## src/hdl/ulsf_pkg.sv

```systemverilog
// ----------------------------------------------------------------------------
// ulsf_pkg
// Shared types and constants for the ultrasonic level sensor filter.
// ----------------------------------------------------------------------------
`timescale 1ns / 1ps
`default_nettype none

package ulsf_pkg;

  // Configuration port geometry
  localparam int CFG_IDX_W  = 3;
  localparam int CFG_DATA_W = 11;

  // Register indexes on the configuration port
  typedef enum logic [CFG_IDX_W-1:0] {
    REG_FILTER_LENGTH       = 3'd0,
    REG_SECOND_STAGE_ENABLE = 3'd1,
    REG_MIN_INTERVAL_TOTAL  = 3'd2,
    REG_MAX_INTERVAL_TOTAL  = 3'd3,
    REG_FLUID_SUM_TRIGGER   = 3'd4,
    REG_MAX_WAIT_CYCLES     = 3'd5,
    REG_ERROR_ALLOWANCE     = 3'd6
  } cfg_reg_t;

  // Operation codes of an input beat
  localparam logic OP_PRIME  = 1'b0;
  localparam logic OP_SAMPLE = 1'b1;

  // Wait counter saturation value
  localparam logic [8:0] WAIT_MAX = 9'd511;

  // Live configuration
  typedef struct packed {
    logic [7:0]  filter_length;
    logic        second_stage_enable;
    logic [8:0]  min_interval_total;
    logic [8:0]  max_interval_total;
    logic [10:0] fluid_sum_trigger;
    logic [7:0]  max_wait_cycles;
    logic [3:0]  error_allowance;
  } cfg_t;

  localparam cfg_t CFG_RESET = '{
    filter_length:       8'd20,
    second_stage_enable: 1'b1,
    min_interval_total:  9'd175,
    max_interval_total:  9'd214,
    fluid_sum_trigger:   11'd1330,
    max_wait_cycles:     8'd20,
    error_allowance:     4'd1
  };

  // Per-beat data handed from the level filter to the statistics unit
  typedef struct packed {
    logic               prime;
    logic               clear;
    logic [8:0]         total;
    logic signed [15:0] agc;
  } stats_in_t;

  // Updated statistics, as reported with the result beat
  typedef struct packed {
    logic [8:0]         low_total;
    logic [8:0]         high_total;
    logic signed [15:0] low_agc;
    logic signed [15:0] high_agc;
    logic [22:0]        window_sum;
    logic [13:0]        window_count;
  } stats_out_t;

endpackage

`default_nettype wire

```

## src/hdl/ulsf_cfg_regs.sv

```systemverilog
// ----------------------------------------------------------------------------
// ulsf_cfg_regs
// Configuration register file with a plain indexed write port.
// ----------------------------------------------------------------------------
`timescale 1ns / 1ps
`default_nettype none

module ulsf_cfg_regs
  import ulsf_pkg::*;
(
  input  wire logic                  clk,
  input  wire logic                  rst,
  input  wire logic                  cfg_write,
  input  wire logic [CFG_IDX_W-1:0]  cfg_index,
  input  wire logic [CFG_DATA_W-1:0] cfg_data,
  output cfg_t                       cfg
);

  // Register writes; unknown indexes are dropped
  always_ff @(posedge clk) begin
    if (rst) begin
      cfg <= CFG_RESET;
    end else if (cfg_write) begin
      case (cfg_reg_t'(cfg_index))
        REG_FILTER_LENGTH:       cfg.filter_length       <= cfg_data[7:0];
        REG_SECOND_STAGE_ENABLE: cfg.second_stage_enable <= cfg_data[0];
        REG_MIN_INTERVAL_TOTAL:  cfg.min_interval_total  <= cfg_data[8:0];
        REG_MAX_INTERVAL_TOTAL:  cfg.max_interval_total  <= cfg_data[8:0];
        REG_FLUID_SUM_TRIGGER:   cfg.fluid_sum_trigger   <= cfg_data[10:0];
        REG_MAX_WAIT_CYCLES:     cfg.max_wait_cycles     <= cfg_data[7:0];
        REG_ERROR_ALLOWANCE:     cfg.error_allowance     <= cfg_data[3:0];
        default: ;
      endcase
    end
  end

endmodule

`default_nettype wire

```

## src/hdl/ulsf_level_filter.sv

```systemverilog
// ----------------------------------------------------------------------------
// ulsf_level_filter
// Counter deltas, validity window, vote count, second stage and error
// tracking. Presents the updated values for the beat being processed.
// ----------------------------------------------------------------------------
`timescale 1ns / 1ps
`default_nettype none

module ulsf_level_filter
  import ulsf_pkg::*;
#(
  parameter int HISTORY_DEPTH = 6
) (
  input  wire logic        clk,
  input  wire logic        rst,
  input  wire cfg_t        cfg,
  input  wire logic        fire,
  input  wire logic        operation,
  input  wire logic [15:0] raw_counter,
  output logic             level_next,
  output logic             fatal_next,
  output logic [7:0]       air_delta,
  output logic [7:0]       fluid_delta,
  output logic [8:0]       interval_total,
  output logic [31:0]      running_total_next
);

  localparam int PTR_W = (HISTORY_DEPTH > 1) ? $clog2(HISTORY_DEPTH) : 1;
  localparam int SUM_W = 8 + $clog2(HISTORY_DEPTH + 1);
  localparam int CMP_W = (SUM_W > 11) ? SUM_W : 11;

  // State
  logic [7:0]       previous_air;
  logic [7:0]       previous_fluid;
  logic [7:0]       vote_count;
  logic             level;
  logic [8:0]       wait_cycles;
  logic [3:0]       errors_left;
  logic             fatal_flag;
  logic [31:0]      running_total;
  logic [7:0]       fluid_history [HISTORY_DEPTH];
  logic [PTR_W-1:0] history_pointer;

  logic             is_prime;
  logic [7:0]       ad;
  logic [7:0]       fd;
  logic [8:0]       tot;
  logic             in_window;
  logic [SUM_W-1:0] fluid_sum;
  logic [7:0]       vote_next;
  logic             first_stage;
  logic [8:0]       wait_inc;
  logic [8:0]       wait_next;
  logic [3:0]       errors_next;
  logic [PTR_W-1:0] ptr_next;

  assign is_prime = (operation == OP_PRIME);

  // Modulo-256 deltas and their total
  assign ad        = raw_counter[7:0] - previous_air;
  assign fd        = raw_counter[15:8] - previous_fluid;
  assign tot       = {1'b0, ad} + {1'b0, fd};
  assign in_window = (tot >= cfg.min_interval_total) && (tot <= cfg.max_interval_total);

  // Current fluid delta plus the stored history
  always_comb begin
    fluid_sum = SUM_W'(fd);
    for (int i = 0; i < HISTORY_DEPTH; i++) begin
      fluid_sum = fluid_sum + SUM_W'(fluid_history[i]);
    end
  end

  // Saturating vote; a down step from above the limit just decrements
  always_comb begin
    vote_next = vote_count;
    if (fd > ad) begin
      vote_next = (vote_count < cfg.filter_length) ? vote_count + 8'd1 : cfg.filter_length;
    end else if (vote_count != 8'd0) begin
      vote_next = vote_count - 8'd1;
    end
  end

  assign first_stage = vote_next > {1'b0, cfg.filter_length[7:1]};
  assign wait_inc    = (wait_cycles == WAIT_MAX) ? wait_cycles : wait_cycles + 9'd1;

  // Level and wait counter for a sample beat
  always_comb begin
    level_next = level;
    wait_next  = wait_cycles;
    if (is_prime) begin
      level_next = 1'b0;
      wait_next  = '0;
    end else if (in_window) begin
      if (!cfg.second_stage_enable) begin
        level_next = first_stage;
      end else if (first_stage) begin
        if (!level) begin
          wait_next = wait_inc;
          if ((CMP_W'(fluid_sum) > CMP_W'(cfg.fluid_sum_trigger)) ||
              (wait_inc > {1'b0, cfg.max_wait_cycles})) begin
            level_next = 1'b1;
          end
        end
      end else begin
        wait_next  = '0;
        level_next = 1'b0;
      end
    end
  end

  // Error allowance and sticky fatal flag
  always_comb begin
    errors_next = errors_left;
    fatal_next  = fatal_flag;
    if (is_prime) begin
      errors_next = cfg.error_allowance;
      fatal_next  = 1'b0;
    end else if (in_window) begin
      errors_next = cfg.error_allowance;
    end else if (errors_left == 4'd0) begin
      fatal_next = 1'b1;
    end else begin
      errors_next = errors_left - 4'd1;
    end
  end

  assign ptr_next = (history_pointer == PTR_W'(HISTORY_DEPTH - 1)) ? '0
                                                                   : history_pointer + 1'b1;

  assign running_total_next = is_prime ? 32'd0 : running_total + 32'(tot);
  assign air_delta          = is_prime ? 8'd0 : ad;
  assign fluid_delta        = is_prime ? 8'd0 : fd;
  assign interval_total     = is_prime ? 9'd0 : tot;

  // State update per processed beat
  always_ff @(posedge clk) begin
    if (rst) begin
      previous_air    <= '0;
      previous_fluid  <= '0;
      vote_count      <= '0;
      level           <= 1'b0;
      wait_cycles     <= '0;
      errors_left     <= CFG_RESET.error_allowance;
      fatal_flag      <= 1'b0;
      running_total   <= '0;
      history_pointer <= '0;
      for (int i = 0; i < HISTORY_DEPTH; i++) begin
        fluid_history[i] <= '0;
      end
    end else if (fire) begin
      previous_air   <= raw_counter[7:0];
      previous_fluid <= raw_counter[15:8];
      level          <= level_next;
      wait_cycles    <= wait_next;
      errors_left    <= errors_next;
      fatal_flag     <= fatal_next;
      running_total  <= running_total_next;
      if (is_prime) begin
        vote_count      <= '0;
        history_pointer <= '0;
        for (int i = 0; i < HISTORY_DEPTH; i++) begin
          fluid_history[i] <= '0;
        end
      end else begin
        if (in_window) begin
          vote_count <= vote_next;
        end
        fluid_history[history_pointer] <= fd;
        history_pointer                <= ptr_next;
      end
    end
  end

endmodule

`default_nettype wire

```

## src/hdl/ulsf_stats.sv

```systemverilog
// ----------------------------------------------------------------------------
// ulsf_stats
// Windowed min/max/sum statistics of interval totals and AGC samples.
// ----------------------------------------------------------------------------
`timescale 1ns / 1ps
`default_nettype none

module ulsf_stats
  import ulsf_pkg::*;
#(
  parameter int STATS_RESTART = 10000
) (
  input  wire logic      clk,
  input  wire logic      rst,
  input  wire logic      fire,
  input  wire stats_in_t sin,
  output stats_out_t     sout
);

  stats_out_t st;
  logic       restart;

  // Window restarts on request, when empty, or when past its length
  assign restart = sin.clear || (st.window_count == 14'd0) ||
                   (st.window_count > 14'(STATS_RESTART));

  always_comb begin
    sout = st;
    if (sin.prime) begin
      sout = '0;
    end else if (restart) begin
      sout.low_total    = sin.total;
      sout.high_total   = sin.total;
      sout.low_agc      = sin.agc;
      sout.high_agc     = sin.agc;
      sout.window_sum   = 23'(sin.total);
      sout.window_count = 14'd1;
    end else begin
      if (sin.agc < st.low_agc) sout.low_agc = sin.agc;
      if (sin.agc > st.high_agc) sout.high_agc = sin.agc;
      if (sin.total < st.low_total) sout.low_total = sin.total;
      if (sin.total > st.high_total) sout.high_total = sin.total;
      sout.window_sum   = st.window_sum + 23'(sin.total);
      sout.window_count = st.window_count + 14'd1;
    end
  end

  always_ff @(posedge clk) begin
    if (rst) begin
      st <= '0;
    end else if (fire) begin
      st <= sout;
    end
  end

endmodule

`default_nettype wire

```

## src/hdl/ultrasonic_level_sensor_filter_top.sv

```systemverilog
// ----------------------------------------------------------------------------
// ultrasonic_level_sensor_filter_top
// Ultrasonic level sensor filter: counter deltas, voting filter, optional
// second stage, fatal error detection and windowed statistics.
// ----------------------------------------------------------------------------
// Takes one beat per clock and returns one result beat per input beat:
// the beat is held in an input register, processed in one pass of
// combinational logic (deltas, vote, seven-term fluid sum, statistics
// compares), and the result plus the updated state are captured at the
// same edge. The result register keeps its beat while out_stall is high,
// and the input register still takes one more beat meanwhile, so full
// rate is sustained as long as the result side keeps up. A prime beat
// (operation 0) loads the previous counters, reloads the error allowance,
// and clears the other filter state and statistics. Configuration is
// written through cfg_write/cfg_index/cfg_data while no beat is in flight.
`timescale 1ns / 1ps
`default_nettype none

module ultrasonic_level_sensor_filter_top
  import ulsf_pkg::*;
#(
  parameter int HISTORY_DEPTH = 6,
  parameter int STATS_RESTART = 10000
) (
  input  wire logic                  clk,
  input  wire logic                  rst,
  // configuration
  input  wire logic                  cfg_write,
  input  wire logic [CFG_IDX_W-1:0]  cfg_index,
  input  wire logic [CFG_DATA_W-1:0] cfg_data,
  // input channel
  input  wire logic                  in_valid,
  output logic                       in_stall,
  input  wire logic                  operation,
  input  wire logic [15:0]           raw_counter,
  input  wire logic signed [15:0]    agc_sample,
  input  wire logic                  stats_clear,
  // result channel
  output logic                       out_valid,
  input  wire logic                  out_stall,
  output logic                       fluid_level,
  output logic                       fatal_error,
  output logic [7:0]                 air_delta,
  output logic [7:0]                 fluid_delta,
  output logic [8:0]                 interval_total,
  output logic [31:0]                accumulated_total,
  output logic [8:0]                 min_total_seen,
  output logic [8:0]                 max_total_seen,
  output logic signed [15:0]         min_agc_seen,
  output logic signed [15:0]         max_agc_seen,
  output logic [22:0]                stats_total_sum,
  output logic [13:0]                stats_sample_count
);

  cfg_t       cfg;
  logic       hold_valid;
  logic       hold_op;
  logic [15:0] hold_raw;
  logic signed [15:0] hold_agc;
  logic       hold_clr;
  logic       fire;

  logic       level_next;
  logic       fatal_next;
  logic [7:0] ad;
  logic [7:0] fd;
  logic [8:0] tot;
  logic [31:0] total_next;
  stats_in_t  sin;
  stats_out_t sout;

  ulsf_cfg_regs u_cfg (
    .clk       (clk),
    .rst       (rst),
    .cfg_write (cfg_write),
    .cfg_index (cfg_index),
    .cfg_data  (cfg_data),
    .cfg       (cfg)
  );

  // Held beat moves on when the result register is free or being emptied
  assign fire     = hold_valid && (!out_valid || !out_stall);
  assign in_stall = hold_valid && !fire;

  // Input register
  always_ff @(posedge clk) begin
    if (rst) begin
      hold_valid <= 1'b0;
    end else if (!in_stall) begin
      hold_valid <= in_valid;
    end
  end

  always_ff @(posedge clk) begin
    if (in_valid && !in_stall) begin
      hold_op  <= operation;
      hold_raw <= raw_counter;
      hold_agc <= agc_sample;
      hold_clr <= stats_clear;
    end
  end

  ulsf_level_filter #(
    .HISTORY_DEPTH (HISTORY_DEPTH)
  ) u_filter (
    .clk                (clk),
    .rst                (rst),
    .cfg                (cfg),
    .fire               (fire),
    .operation          (hold_op),
    .raw_counter        (hold_raw),
    .level_next         (level_next),
    .fatal_next         (fatal_next),
    .air_delta          (ad),
    .fluid_delta        (fd),
    .interval_total     (tot),
    .running_total_next (total_next)
  );

  assign sin.prime = (hold_op == OP_PRIME);
  assign sin.clear = hold_clr;
  assign sin.total = tot;
  assign sin.agc   = hold_agc;

  ulsf_stats #(
    .STATS_RESTART (STATS_RESTART)
  ) u_stats (
    .clk  (clk),
    .rst  (rst),
    .fire (fire),
    .sin  (sin),
    .sout (sout)
  );

  // Result register
  always_ff @(posedge clk) begin
    if (rst) begin
      out_valid <= 1'b0;
    end else if (fire) begin
      out_valid <= 1'b1;
    end else if (!out_stall) begin
      out_valid <= 1'b0;
    end
  end

  always_ff @(posedge clk) begin
    if (fire) begin
      fluid_level        <= level_next;
      fatal_error        <= fatal_next;
      air_delta          <= ad;
      fluid_delta        <= fd;
      interval_total     <= tot;
      accumulated_total  <= total_next;
      min_total_seen     <= sout.low_total;
      max_total_seen     <= sout.high_total;
      min_agc_seen       <= sout.low_agc;
      max_agc_seen       <= sout.high_agc;
      stats_total_sum    <= sout.window_sum;
      stats_sample_count <= sout.window_count;
    end
  end

endmodule

`default_nettype wire
```

## config.mk

```make
export PLATFORM = sky130hd
export DESIGN_NAME = ultrasonic_level_sensor_filter_top
export DESIGN_NICKNAME = d
export VERILOG_FILES = /design/src/hdl/ulsf_pkg.sv /design/src/hdl/ulsf_cfg_regs.sv /design/src/hdl/ulsf_level_filter.sv /design/src/hdl/ulsf_stats.sv /design/src/hdl/ultrasonic_level_sensor_filter_top.sv
export SDC_FILE = /design/constraint.sdc
export NUM_CORES = 1
export LEC_CHECK = 0
export BUFFER_PORTS_ARGS = -buffer_cell sky130_fd_sc_hd__buf_2
export CAP_MARGIN = 10
export CORE_MARGIN = 2
export CORE_UTILIZATION = 55
export CTS_CLUSTER_SIZE = 24
export DETAILED_ROUTE_END_ITERATION = 6
export GPL_ROUTABILITY_DRIVEN = 0
export PLACE_DENSITY = 0.77
export SYNTH_ARGS = -nofsm -noshare
export SYNTH_HDL_FRONTEND = slang
export SYNTH_HIERARCHICAL = 1
export SYNTH_SLANG_ARGS = --single-unit
export TNS_END_PERCENT = 50
```

## constraint.sdc

```tcl
create_clock -name clk -period 18.7 [get_ports clk]
set_input_delay 3.74 -clock clk [delete_from_list [all_inputs] [get_ports clk]]
set_output_delay 3.74 -clock clk [all_outputs]
set_load 0.01 [all_outputs]
```

Word level (Yosys, flattened, before mapping). Memory sizes are Yosys's and may differ from the RTL's. Index checks and enable logic that the tools add are counted. Widths: inputs -> output; s select.

Bits in registers: 393. RAM bits: 48. Bits of input ports: 53. Word-level logic and storage cells: 170. Memories: 1.

Memory list: u_filter.fluid_history (depth 6, bits a word 8, read ports 6, clocked after memory_dff 0, write ports 6, line ulsf_level_filter.sv:41) `logic [7:0] fluid_history [HISTORY_DEPTH];`.

Add/subtract/negate cells: 17. Magnitude comparators: 12. Eq/ne operators: 13. Mux-type cells: 54. Bitwise logic cells: 6. Reduce and logical (&&, ||, !) cells: 27.

Operator list (number): $mux 87 (2); $mux 8 (12); $mux 9 (9); $add 11x8->11 (5); $add 32x9->32 (1); $mux 16 (2); $mux 32 (1); $add 23x9->23 (1); $mux 1 (22); $add 8x8->9 (2); $reduce_and 2->1 (9); $gt 16x16->1 (1); $lt 16x16->1 (1); $sub 8x8->8 (2); $add 14x1->14 const B (1); $gt 14x14->1 const B (1); $logic_not 14->1 (1); $eq 3x3->1 const B (4); $mux 4 (3); $gt 11x11->1 (1); $add 9x1->9 const B (1); $eq 9x9->1 const B (1); $ge 9x9->1 (1); $gt 9x8->1 (1); other kinds (25) (44).

Logic depth before layout (Yosys ltp).
Depth after elaboration: 15. Mapped depth: 31. Depth with buffers taken out: 31.

Hierarchy. Netlist, hierarchy kept.

By module, submodules not included: ulsf_level_filter (instances 1, cells an instance 1225, area each 10460.0 sq um, seq. area each 2922.8 sq um); ulsf_stats (instances 1, cells an instance 876, area each 6711.4 sq um, seq. area each 1741.7 sq um); ultrasonic_level_sensor_filter_top (instances 1, cells an instance 191, area each 5495.3 sq um, seq. area each 5445.2 sq um); ulsf_cfg_regs (instances 1, cells an instance 192, area each 2006.9 sq um, seq. area each 1001.0 sq um).

Worst setup path before layout. OpenSTA, ideal clock, no wires.

Path type: input to register. Start: in out_stall. End: reg u_stats/st[78] (netlist name). Data arrival time: 17.823 ns. Path slack: 0.812 ns. Stages on the path: 4. Cell sequence: a21boi_0 -> nand2_1 -> a21oi_1 -> a32o_1.

Cells in the longest elaborated chain, start to end: 3.

Ends and longest elaborated chain: start, declared (line ultrasonic_level_sensor_filter_top.sv:40) `input wire logic out_stall,`; $logic_not 1->1; $logic_or 1x1->1 (line ultrasonic_level_sensor_filter_top.sv:82) `assign fire = hold_valid && (!out_valid || !out_stall);`; $logic_and 1x1->1 (line ultrasonic_level_sensor_filter_top.sv:82); end signal, assigned (line ulsf_stats.sv:52) `st <= sout;`; end, declared (line ulsf_stats.sv:20) `stats_out_t st;`.

No other way between the ends. A chain may end at the register's enable or synchronous reset.

Worst setup path after layout.
Start: in out_stall. End: out in_stall.

Cells in the longest elaborated chain, start to end: 5.

Ends and longest elaborated chain: $logic_not 1->1; $logic_or 1x1->1 (line ultrasonic_level_sensor_filter_top.sv:82); $logic_and 1x1->1 (line ultrasonic_level_sensor_filter_top.sv:82); $logic_not 1->1 (line ultrasonic_level_sensor_filter_top.sv:83) `assign in_stall = hold_valid && !fire;`; $logic_and 1x1->1 (line ultrasonic_level_sensor_filter_top.sv:83); end, declared (line ultrasonic_level_sensor_filter_top.sv:33) `output logic in_stall,`.

No other way between the ends.

==> results_dict.tcl <==
set metrics [dict create \
    outcome "finished clean" \
    final_cell_area_um2 27700 \
    first_iter_violations 1811 \
    r2r-start "hold_raw[9]$_DFFE_PP_" \
    placed_area_um2 26100 \
    cts_max_path_buffers 3 \
    synth.cell_area_um2 24700 \
    path_max_fanout 3 \
    crit_required_ns 14.96 \
    synth_area_per_cell_um2 9.93 \
    tightest_slew_ns 1.17 \
    antenna_found_initial 1 \
    wirelength_um 62200 \
    hp-class "register to register" \
    drtAntennaViolNets 0 \
    die_w_um 216 \
    ys.flop_type "edfxtp_1" \
    initial_core_util 0.558 \
    ys_ff_latch 441 \
    synthTopCellsByArea "edfxtp_1 (28%), dfxtp_1 (17%), ha_1 (8.5%)" \
    grt_overflow 0 \
    grt_util_all_layers 0.264 \
    clock.fmax_mhz 125 \
    r2r_slack_ns 11.04 \
    grt_pass1_wl_um 98700 \
    coreArea_um2 44200 \
    path_clk_slew_ns 0.06 \
    critPathSlowestCell "buf_2" \
    cts_root_buf "clkbuf_16" \
    fin_crit_sh 0.428 \
    yosys.area.top_type_share 0.277 \
    slowest_delay_ns 0.15 \
    hold_ws_ns 0.470 \
    first_pass_iters 7 \
    io_pins 201 \
    final.setup.tns_ns 0 \
    r2r_cells 27 \
    drc 0 \
    placementRows 77 \
    worst_slack_ns 10.70 \
    nets 2910 \
    drive_gt1_frac 0.127 \
    clock_latency_ns 0.59 \
    cp-end-kind "primary output" \
    synth_cell_type_count 103 \
    syn_nets 2748 \
    cap_violations 0 \
    seqCellArea_um2 11100 \
    final.fill_count 3534 \
    crit_start "out_stall" \
    relSlewSlack 0.217 \
    dieArea_um2 46600 \
    clock_sinks 441 \
    clock_skew_ns 0.0170 \
    io_buffers 200 \
    finalSetupViolCount 0 \
    first_global_vias 18942 \
    syn_to_final_growth_pct 12.4 \
    ys_async_sr_fraction 0 \
    synthCells 2484 \
    hpwlAfterDp_um 42900 \
    hold_viol_final 0 \
    crit_type "input pin to primary output" \
    wl_per_cell_um 19.0 \
    reg2reg_to "fluid_level$_DFFE_PP_" \
    critPathLaunchType "input pin" \
    critPathArrivalTime_ns 4.26 \
    numCtsBuffers 48 \
    crit_top_cell "buf_2" \
    die_h_um 216 \
    postCtsSetupRepairBufs 0 \
    ctsHoldBuffers 0 \
    grt_max_degree 147 \
    ir_drop_uv 80.0 \
    cts-resized-gates 0 \
    rsz0062_at_grt "false" \
    yosysTopAreaCell "edfxtp_1" \
    critPathCapture "in_stall" \
    diodes 0 \
    viasPerCell 5.87 \
    crit_path_cell_trace "buf_2 -> nand3_2 -> inv_1 -> buf_2" \
    num_vias 19231 \
    pre_cts_ws_ns 10.71 \
    yosys_warnings 6 \
    tritoncts "yes" \
    p_per_area_nw_per_um2 110 \
    htree_levels 2 \
    synth-edff-count 228 \
    power_leakage_nw 11.1 \
    fin_crit_ns 8.00 \
    multiInputGateArea_um2 12200 \
    seq_area_frac_synth 0.450 \
    slew_violations 0 \
]
[worst min-delay path by stage]
stage                                                 startpoint                                      to  slack, ns  cells past startpoint
final                                u_stats/st[14]$_SDFFE_PP0P_             u_stats/st[14]$_SDFFE_PP0P_       0.47                      2
after floorplan                      u_stats/st[14]$_SDFFE_PP0P_             u_stats/st[14]$_SDFFE_PP0P_       0.43                      2
after detailed placement             u_stats/st[14]$_SDFFE_PP0P_             u_stats/st[14]$_SDFFE_PP0P_       0.46                      2
after CTS                       u_filter/fatal_flag$_SDFFE_PP0P_        u_filter/fatal_flag$_SDFFE_PP0P_       0.47                      1
after global placement               u_stats/st[14]$_SDFFE_PP0P_             u_stats/st[14]$_SDFFE_PP0P_       0.44                      2
after global routing      u_filter/running_total[5]$_SDFFE_PP0P_  u_filter/running_total[5]$_SDFFE_PP0P_       0.49                      2
[metrics by stage]
stage,power (mW),utilization,cells
3_3_place_gp,2.01,0.590,3187
6_report,3.04,0.627,3278
5_1_grt,3.21,0.627,3278
4_1_cts,3.05,0.627,3277
3_5_place_dp,2.06,0.590,3187
2_1_floorplan,1.81,-,2484
[per-layer routing]
| layer | vias to the layer above | share of wire | track usage |
|---|---|---|---|
| met1 | 9244 | 0.44 | 0.357 |
| met3 | 138 | 0.071 | 0.0448 |
| met4 | 0 | 0.035 | 0.110 |
| met2 | 709 | 0.46 | 0.421 |
| li1 | 9140 | - | - |
| met5 | - | 0 | 0 |
[synth_stat cells, types with 22 or more instances]
cell,count
nor2_1,247
inv_1,236
edfxtp_1,228
dfxtp_1,213
nand2_1,206
ha_1,168
mux2i_1,127
a21oi_1,120
o21ai_0,92
clkbuf_1,73
xnor2_1,62
nand3_1,56
nand2b_1,49
nor3_1,45
fa_1,43
o211ai_1,40
a22o_1,33
xor2_1,32
and3_1,25
and2_1,22
[logic make-up (layout without fill, tap and decap cells)]
kind of cell    Yosys count  after routing  synth area share
compound gates          489            489             0.137
xor+xnor                 94             94            0.0334
fa+ha+maj               211            211             0.120
buf+inv                 349            551            0.0574
flops                   441            441             0.450
mux                     128            128            0.0520
simple gates            772            772             0.150
[cells in the final DEF (no fill, tap or decap), types with 9 or more instances in the layout]
cell type,Yosys,final
a31oi_1,21,21
xor2_1,32,32
nor3_1,45,45
nand3_1,56,56
buf_4,1,21
or4_1,9,9
nand4_1,18,18
ha_1,168,168
mux2i_1,127,127
edfxtp_1,228,228
buf_2,13,200
nand2_1,206,206
o211ai_1,40,40
o31ai_1,11,11
o2111ai_1,21,21
a21oi_1,120,120
nor2_1,247,245
clkbuf_16,0,51
a21o_1,15,15
o41ai_1,11,11
o21a_1,21,21
or3_1,20,20
fa_1,43,43
clkbuf_1,73,12
inv_1,236,235
a211oi_1,16,14
dfxtp_1,213,213
nor2b_1,19,19
xnor2_1,62,62
nand2b_1,49,49
a32o_1,11,11
and2_1,22,22
o21ai_0,92,92
and3_1,25,25
a22o_1,33,33
[cell type report]
cell class / instances / area share
clock buffer: 67 / 0.0496
clock inverter: 23 / 0.00925
inverter: 239 / 0.0323
multi-input combinational: 1694 / 0.439
sequential: 441 / 0.401
tap: 592 / 0.0267
timing repair buffer: 222 / 0.0425
[sequential cells by signal, summed over array words and instances (netlist names), 9 cells and up]
signal and cells:
u_filter/fluid_history 48, max_agc_seen 16, interval_total 9, min_total_seen 9
hold_raw 16, accumulated_total 32, hold_agc 16, u_filter/wait_cycles 9
stats_total_sum 23, max_total_seen 9, u_stats/st 87, stats_sample_count 14
u_filter/running_total 32, u_cfg/cfg 50, min_agc_seen 16
[critical path: cells and delay by family]
kind	cells	cell delay [ns]
buf+inv	3	0.42
simple gates	1	0.10
[report_power, final]
part | switching [mW] | internal [mW] | leakage [nW] | total, mW
Combinational | 0.609 | 0.359 | 6.35 | 0.968
Sequential | 0.0255 | 1.07 | 3.95 | 1.10
Clock | 0.394 | 0.585 | 0.790 | 0.979
Note: power is estimated with default switching activity, not from simulation.
